### src/rtl/sle_pkg.sv
`timescale 1ns / 1ps
`default_nettype none

package sle_pkg;

  // list capacity in words
  localparam int DEPTH  = 256;
  localparam int DATA_W = 32;
  localparam int POS_W  = 9;
  localparam int ADDR_W = (DEPTH > 1) ? $clog2(DEPTH) : 1;
  localparam int CNT_W  = $clog2(DEPTH + 1);
  // width wide enough to compare a position against the count
  localparam int CMP_W  = (CNT_W > POS_W) ? CNT_W + 1 : POS_W + 1;

  localparam logic [1:0] OP_INSERT = 2'd0;
  localparam logic [1:0] OP_DELETE = 2'd1;
  localparam logic [1:0] OP_GET    = 2'd2;
  localparam logic [1:0] OP_LOCATE = 2'd3;

  typedef struct packed {
    logic              ok;
    logic [DATA_W-1:0] rd;
    logic [POS_W-1:0]  fp;
    logic [POS_W-1:0]  len;
  } res_t;

endpackage

`default_nettype wire

### src/rtl/sle_ctrl.sv
`timescale 1ns / 1ps
`default_nettype none

module sle_ctrl
  import sle_pkg::*;
(
  input  wire logic              clk,
  input  wire logic              rst,
  input  wire logic              in_valid,
  output logic                   in_ready,
  input  wire logic [1:0]        op,
  input  wire logic [POS_W-1:0]  position,
  input  wire logic [DATA_W-1:0] item_value,
  output logic                   ram_we,
  output logic [ADDR_W-1:0]      ram_waddr,
  output logic [DATA_W-1:0]      ram_wdata,
  output logic                   ram_re,
  output logic [ADDR_W-1:0]      ram_raddr,
  input  wire logic [DATA_W-1:0] ram_rdata,
  output logic                   res_valid,
  input  wire logic              res_ready,
  output res_t                   res
);

  localparam logic [2:0] S_IDLE = 3'd0;
  localparam logic [2:0] S_INS  = 3'd1;
  localparam logic [2:0] S_SCAN = 3'd2;
  localparam logic [2:0] S_LOC  = 3'd3;
  localparam logic [2:0] S_RESP = 3'd4;

  logic [2:0]        state;
  logic [CNT_W-1:0]  count;
  logic [ADDR_W-1:0] idx;
  logic [CNT_W-1:0]  left;
  logic              pend;
  logic [ADDR_W-1:0] paddr;
  logic [ADDR_W-1:0] tgt;
  logic [DATA_W-1:0] val;
  logic              shift;
  logic              res_ok;
  logic [DATA_W-1:0] res_rd;
  logic [CNT_W-1:0]  res_fp;

  logic [CMP_W-1:0]  pos_x;
  logic [CMP_W-1:0]  cnt_x;
  logic              pos_nz;
  logic              rd_ok;
  logic              ins_ok;
  logic [ADDR_W-1:0] tgt_in;
  logic [CNT_W-1:0]  ins_moves;
  logic [CNT_W-1:0]  del_len;
  logic              busy_rd;

  // request decode against the current length
  assign pos_x     = CMP_W'(position);
  assign cnt_x     = CMP_W'(count);
  assign pos_nz    = (position != '0);
  assign rd_ok     = pos_nz && (pos_x <= cnt_x);
  assign ins_ok    = pos_nz && ((pos_x - CMP_W'(1)) <= cnt_x) && (count != CNT_W'(DEPTH));
  assign tgt_in    = ADDR_W'(pos_x - CMP_W'(1));
  assign ins_moves = CNT_W'(cnt_x - (pos_x - CMP_W'(1)));
  assign del_len   = CNT_W'(cnt_x - pos_x + CMP_W'(1));

  assign busy_rd   = (state == S_INS) || (state == S_SCAN) || (state == S_LOC);
  assign ram_re    = busy_rd && (left != '0);
  assign ram_raddr = idx;

  always_comb begin
    ram_we    = 1'b0;
    ram_waddr = paddr;
    ram_wdata = ram_rdata;
    case (state)
      S_INS: begin
        if (pend) begin
          ram_we    = 1'b1;
          ram_waddr = paddr + ADDR_W'(1);
        end else if (left == '0) begin
          ram_we    = 1'b1;
          ram_waddr = tgt;
          ram_wdata = val;
        end
      end
      S_SCAN: begin
        if (pend && shift && (paddr != tgt)) begin
          ram_we    = 1'b1;
          ram_waddr = paddr - ADDR_W'(1);
        end
      end
      default: begin
        ram_we = 1'b0;
      end
    endcase
  end

  always_ff @(posedge clk) begin
    if (rst) begin
      state <= S_IDLE;
      count <= '0;
      pend  <= 1'b0;
    end else begin
      case (state)
        S_IDLE: begin
          pend <= 1'b0;
          if (in_valid) begin
            val    <= item_value;
            tgt    <= tgt_in;
            res_ok <= 1'b0;
            res_rd <= '0;
            res_fp <= '0;
            shift  <= (op == OP_DELETE);
            case (op)
              OP_INSERT: begin
                left  <= ins_moves;
                idx   <= ADDR_W'(count - CNT_W'(1));
                state <= ins_ok ? S_INS : S_RESP;
              end
              OP_DELETE: begin
                left  <= del_len;
                idx   <= tgt_in;
                state <= rd_ok ? S_SCAN : S_RESP;
              end
              OP_GET: begin
                left  <= CNT_W'(1);
                idx   <= tgt_in;
                state <= rd_ok ? S_SCAN : S_RESP;
              end
              OP_LOCATE: begin
                left  <= count;
                idx   <= '0;
                state <= S_LOC;
              end
              default: begin
                state <= S_RESP;
              end
            endcase
          end
        end
        S_INS: begin
          // walk down, each word moves up one slot, then drop in the new value
          pend  <= (left != '0);
          paddr <= idx;
          if (left != '0) begin
            idx  <= idx - ADDR_W'(1);
            left <= left - CNT_W'(1);
          end
          if (!pend && (left == '0)) begin
            count  <= count + CNT_W'(1);
            res_ok <= 1'b1;
            state  <= S_RESP;
          end
        end
        S_SCAN: begin
          // first word read is the target; later words move down one slot
          pend  <= (left != '0);
          paddr <= idx;
          if (left != '0) begin
            idx  <= idx + ADDR_W'(1);
            left <= left - CNT_W'(1);
          end
          if (pend && (paddr == tgt)) begin
            res_rd <= ram_rdata;
          end
          if (!pend && (left == '0)) begin
            res_ok <= 1'b1;
            if (shift) begin
              count <= count - CNT_W'(1);
            end
            state <= S_RESP;
          end
        end
        S_LOC: begin
          pend  <= (left != '0);
          paddr <= idx;
          if (left != '0) begin
            idx  <= idx + ADDR_W'(1);
            left <= left - CNT_W'(1);
          end
          if (pend && (ram_rdata == val)) begin
            res_ok <= 1'b1;
            res_fp <= CNT_W'(paddr) + CNT_W'(1);
            state  <= S_RESP;
          end else if (!pend && (left == '0)) begin
            state <= S_RESP;
          end
        end
        S_RESP: begin
          if (res_ready) begin
            state <= S_IDLE;
          end
        end
        default: begin
          state <= S_IDLE;
        end
      endcase
    end
  end

  assign in_ready  = (state == S_IDLE);
  assign res_valid = (state == S_RESP);
  assign res.ok    = res_ok;
  assign res.rd    = res_rd;
  assign res.fp    = POS_W'(res_fp);
  assign res.len   = POS_W'(count);

endmodule

`default_nettype wire

### config.mk
export PLATFORM = sky130hd
export DESIGN_NAME = sle_ctrl
export DESIGN_NICKNAME = d
export VERILOG_FILES = /design/src/rtl/sle_pkg.sv /design/src/rtl/sle_ctrl.sv
export SDC_FILE = /design/constraint.sdc
export NUM_CORES = 1
export LEC_CHECK = 0
export BUFFER_PORTS_ARGS = -buffer_cell sky130_fd_sc_hd__clkbuf_2
export CAP_MARGIN = 15
export CORE_MARGIN = 4
export CORE_UTILIZATION = 40
export CTS_CLUSTER_SIZE = 16
export DETAILED_ROUTE_END_ITERATION = 10
export GPL_TIMING_DRIVEN = 0
export SYNTH_ARGS = -nofsm -noshare
export SYNTH_HDL_FRONTEND = slang
export SYNTH_SLANG_ARGS = --single-unit
### constraint.sdc
create_clock -name clk -period 4.6 [get_ports clk]
set_clock_uncertainty 0.05 [all_clocks]
set_input_delay 0 -clock clk [delete_from_list [all_inputs] [get_ports clk]]
set_output_delay 0 -clock clk [all_outputs]
set_load 0.02 [all_outputs]
After elaboration in Yosys (flattened, before gate mapping)
Index checks and enable logic that the tools add are counted.
{ "word_totals": {"word_cells": 128, "out_inout_bits": 103, "ff_bits": 121, "input_bits": 79} }
{ "classes": {"order_cmp": 2, "mux": 43, "n_eq_ne": 22, "n_reduce_logical": 36, "n_bitwise": 1, "addsub": 12} }
{ "op_table": {"columns": ["cell", "n"], "rows": [
  ["$mux 32", 5],
  ["$pmux 32 s2", 1],
  ["$mux 9", 7],
  ["$pmux 9 s2", 3],
  ["$mux 8", 6],
  ["$pmux 8 s3", 2],
  ["$pmux 9 s4", 1],
  ["$eq 32x32->1", 1],
  ["$add 9x1->9 const B", 2],
  ["$mux 3", 6],
  ["$ne 2x1->1 const B", 9],
  ["$reduce_bool 9->1", 2],
  ["$sub 9x1->9 const B", 2],
  ["$sub 9x9->9", 2],
  ["$add 8x1->8 const B", 2],
  ["$pmux 8 s2", 1],
  ["$reduce_and 4->1", 4],
  ["$sub 8x1->8 const B", 2],
  ["$pmux 3 s4", 1],
  ["$le 10x9->1", 1],
  ["$reduce_and 5->1", 2],
  ["$sub 9x1->10 const B", 1],
  ["$add 8x1->9 const B", 1],
  ["$le 9x9->1", 1],
  ["other kinds (26)", 51]
]} }

Logic depth before layout (Yosys ltp)
{ "logic_depth": {"depth_word": 8, "ltp_mapped": 12, "mapped_depth_nobuf": 12} }

Worst setup path before layout
No wires, ideal clock.
{ "synth_path": {"kind": "reg-to-reg", "startpoint": "register paddr[2]", "endpoint": "register res_rd[0] (enable)", "stages_incl_launch_ff": 7, "slack_ns": -0.004, "synth_period_minus_slack_ns": 4.604, "n_path_buf": 1, "required_time_ns": 4.048, "arrival_time_ns": 4.052, "setup_time_ns": 0.502, "cell_sequence": "edfxtp_1 -> buf_2 -> xnor2_1 -> nand4_1 -> nor2_1 -> a31oi_1 -> nor4_1"} }
{ "synth_via": {"elab_chain_cells": 4} }
{ "synth_rtl": {"columns": ["element", "line", "source"], "rows": [
  ["start: declaration", "sle_ctrl.sv:36", "logic [ADDR_W-1:0] paddr;"],
  ["start signal: assignment", "sle_ctrl.sv:141", "paddr <= idx;"],
  ["start signal: assignment", "sle_ctrl.sv:155", "paddr <= idx;"],
  ["start signal: assignment", "sle_ctrl.sv:173", "paddr <= idx;"],
  ["$eq 8x8->1", "sle_ctrl.sv:160", "if (pend && (paddr == tgt)) begin"],
  ["$logic_and 1x1->1", "sle_ctrl.sv:160", null],
  ["$ne 2x1->1 (no line)", null, null],
  ["$reduce_and 4->1 (no line)", null, null],
  ["end signal: assignment", "sle_ctrl.sv:161", "res_rd <= ram_rdata;"],
  ["end: declaration", "sle_ctrl.sv:41", "logic [DATA_W-1:0] res_rd;"]
]} }
Every way passes these cells.
A chain may end at the register's enable or synchronous reset.

Worst setup path in the final report
{ "layout_path": {"startpoint": "register state[1]", "endpoint": "output ram_waddr[6]"} }
{ "layout_via": {"elab_chain_cells": 2, "word_cells_on_any_way": 3, "classes_between": "eq/ne: 2; mux: 1"} }
{ "layout_rtl": {"columns": ["element", "line", "source"], "rows": [
  ["start: declaration", "sle_ctrl.sv:31", "logic [2:0] state;"],
  ["start signal: assignment", "sle_ctrl.sv:115", "state <= ins_ok ? S_INS : S_RESP;"],
  ["start signal: assignment", "sle_ctrl.sv:120", "state <= rd_ok ? S_SCAN : S_RESP;"],
  ["start signal: assignment", "sle_ctrl.sv:125", "state <= rd_ok ? S_SCAN : S_RESP;"],
  ["$eq 3x2->1 or $eq 3x1->1 (tied branches)", "sle_ctrl.sv:72", "case (state)"],
  ["$pmux 8 s2 (*)", "sle_ctrl.sv:72", null],
  ["end: declaration", "sle_ctrl.sv:15", "output logic [ADDR_W-1:0] ram_waddr,"]
]} }
Mark *: on every way between the ends. The rest lies on a longest branch, timed or not.

==> results list <==
* Outcome: completed
- Register bit total from synthesis: ~120
* Proportion of register bits with asynchronous set or reset after synthesis: 0%
- Final setup viols: 0
* Buffers inserted during post-CTS setup optimization: 0
- Worst endpoint data arrival time: 3.25 ns
* RSZ-0062 raised after global routing: false
* Complex-gate fraction of the synthesized area: 13.0%
- Row generation in the floorplan step produced 52 rows.
- Internal power comes to 2390 µW.
- In this run, CTS created clock tree buffers numbering 17.
- Overall Global Routing Usage: a little over a fifth
- The analysis attributes to net switching a power of 998 µW.
- The share of total power dissipated in sequential elements is 39.6%.
* Library cell with the largest summed area after synthesis: edfxtp_1
- Maximum number of pins on one net before global-route repair: 40
- Final hold analysis gives a worst-case slack of ~0.065 ns.
- For this run the aggregate overflow at the end of global routing stands at 0.
- DRC violation total after the first TritonRoute iteration: 475
- Post-synth EDFFs: 108
- Crit Path Category: register to output port
- Number of warnings reported in the yosys synthesis log: 0
* CP required: 4.55 ns
- Gate count after technology mapping: ~790
- Vias in the first global route: 6,910
* CTS tree: built
* Reg clk slew, reported paths: 0.06 ns
- Simple logic cell fraction of the synthesized area: 15.6%
* Final net count: 1,201
* Antenna diodes: 0
* CP max stage delay: 0.61 ns
* Flop-to-flop setup slack: around 1.3 ns
* Critical path cell sequence: clkbuf_1, or2b_2, nor2_1, o21ai_0, and2_1, o21ai_0, o311ai_0, clkbuf_2
- Number of maximum-capacitance violations: 0
* Final Wtd Congestion: 0.942
- Clock H-tree levels: 4
* Power density of the placed cells: ~310 nW/µm²
* Yosys top cell area share: 39.5%
- Using the TritonRoute via totals, the vias-per-cell ratio works out to 5.29.
- Xor/xnor share of the synthesized area: 8.31%
- Among the stages of the critical path, the cell type that occurs most often is o21ai_0.
- DRC violations left: 0
* Startpoint type of the worst setup path: register
- Critical register-to-register path endpoint: left[7]
- The routed layout has about 7,000 vias.
- Maximum fanout count along the critical path: 10
- The final layout contains routed wiring with a total length of 25,400 µm.
- Root buf cell: clkbuf_16
- The mapped netlist covers 8220 µm².
- Cell depth of the worst flop-to-flop path: 12
* Clock buffer depth: 2
* Endpoint of the worst hold-timing path: shift
- Maximum vdd ir drop: 0.000245 V
* Number of placed I/O pins: around 180
- The core region is 20,200 µm².
* Die outline width: 151 µm
- Summing the sequential cell areas from Yosys gives a little over two fifths of the chip area.
* Rel. slew slack: 39.2%
* Slew at the pin closest to its max-slew limit: 0.905 ns
* Endpoint type of the worst setup path: output port
- Ratio of cells with drive above 1 in the final layout: 25.7%
* Post-route minimum period: 3.30 ns
- Fraction of power spent switching nets: between 20 and 30%
- The final number of hold-violating endpoints was 0.
* Sink Count: 121
- Worst Hold Launch: op[1]
* Average instance area after synthesis: between 10 and 15 µm²
- The netlist uses between 70 and 80 different library cells.
- The floorplan step defined a die boundary enclosing roughly 23,000 µm².
* Worst hold path stage count: 3
- Average wire per cell in the routed design: ~19 µm
- Ranking of synthesized cells by area: edfxtp_1 39%, ha_1 8.7%, xnor2_1 6.0%
* Number of gates given a new drive strength after cts: 0
* Initial antenna violation count: 0
- Leaving out fill and tap cells, the most frequent cell in the layout is clkbuf_2.
* Final HPWL from detailed placement: 19,300 µm
- The worst register-to-register path begins at count[1].
- The first detailed-routing pass took 5 iterations.
- By area, the combinational part of the netlist is dominated by simple AND/OR/NAND/NOR gates.
- In the synthesized netlist, mux cells make up 5.88% of the area.
- Buffers placed on the I/O ports in this run total 180.
* Effective utilization at floorplan: about 41%
- Highest clock rate: 0.303 GHz
- Number of nets produced by synthesis: 927
* Clock latency on the worst-skew pair: 0.42 ns
- Power Total: 3390 µW
* Slowest stage cell on the critical path: nor2_1
* Remaining antenna violation count after routing: 0
* Number of max-slew violations in the final report: 0
- In the synthesized netlist the dominant register cell turns out to be edfxtp_1.
- Growth of design area from synthesis to finish: 31.6%
* Global-route wire length before repair: between 30,000 and 40,000 µm
- The final critical path takes up approximately 72% of the cycle.
* Static Leak: 0.00454 µW
* Combinational power share: a little over a fifth
* Clk network pwr share: ~39%
- Hold Crit Class: input port to register
- Die Y: 151 µm
- The synthesized netlist devotes 9.41% of its cell area to adder and majority cells.
- After routing, the total negative slack on setup checks comes to 0 ns.
- Most frequent cells in the layout: 180 x clkbuf_2, 108 x edfxtp_1, 69 x dlygate4sd3_1
[worst max-delay path by stage]
stage | end | slack [ns] | startpoint | cells past startpoint
final | ram_waddr[6] | 1.30 | state[1] | 8
after global routing | left[7] | 1.12 | count[1] | 12
after CTS | left[7] | 1.33 | count[1] | 12
after detailed placement | left[7] | 1.35 | count[1] | 12
after global placement | res_rd[17] | 0.12 | paddr[0] | 5
after floorplan | res_rd[0] | 1.34 | paddr[2] | 6
[power by group through the flow]
stage	Clock (µW)	Sequential, µW	Combinational [µW]
after detailed placement	0	1370	684
after global routing	1390	1350	806
after CTS	1330	1340	736
final	1310	1340	738
after global placement	0	1370	666
after floorplan	0	1390	411
[sequential cells by signal, indices dropped and copies added, names as in the netlist]
register   flops
res_rd        32
val           32
count          9
left           9
res_fp         9
paddr          8
ram_raddr      8
tgt            8
state          3
pend           1
res_ok         1
shift          1
[per-layer routing]
metal	GRT usage, %	share of wire (%)	vias to the layer above	routed length (µm)
met5	0	0	-	0
met4	7.71	2.7	0	693
met3	3.89	6.2	50	1580
met2	34.1	47	261	11900
met1	30.8	44	3375	11200
li1	-	-	3432	-
[synthesized netlist by cell type (all sizes together) (14+ instances only)]
master,n
edfxtp,108
ha,57
inv,57
xnor2,56
nor2,55
a21oi,46
nand2,43
mux2,32
o21ai,31
and2,28
clkbuf,24
xor2,22
nor3,21
nand3,18
nor4,14
[area by class of cell]
type	count	area [µm²]
fill	1823	9420
multi-input combinational	574	4320
sequential	121	3500
timing repair buffer	255	1650
clock buffer	18	429
tap	270	338
inverter	58	218
buffer	35	208
clock inverter	14	146
[worst max-delay path: cells and delay by family (launching register included)]
| family | cells | cell delay [ns] |
|---|---|---|
| buf+inv | 2 | 0.42 |
| flops | 1 | 0.31 |
| simple gates | 3 | 1.28 |
| compound gates | 3 | 0.82 |
[cells by family (layout without fill, tap and decap cells)]
family          Yosys count  in the layout
simple gates            243            243
compound gates          160            160
mux                      33             33
fa+ha+maj                60             60
buf+inv                  93            380
xor+xnor                 78             78
flops                   121            121
[through the flow]
| step | instance area (µm²) | utilization [%] | instances | setup slack [ns] |
|---|---|---|---|---|
| after floorplan | 8230 | - | 788 | 1.34 |
| after global placement | 9460 | 46.8 | 1238 | 0.120 |
| after detailed placement | 9540 | 47.1 | 1243 | 1.35 |
| after CTS | 10800 | 53.4 | 1344 | 1.33 |
| after global routing | 10800 | 53.4 | 1345 | 1.12 |
| final | 10800 | 53.4 | 1345 | 1.30 |
[timing repair]
item / in CTS / in global routing
setup endpoints to repair: 0 / 0
hold buffers: 69 / 0
endpoints found under the hold margin: 72 / 0
(Power assumes the default switching activity.)
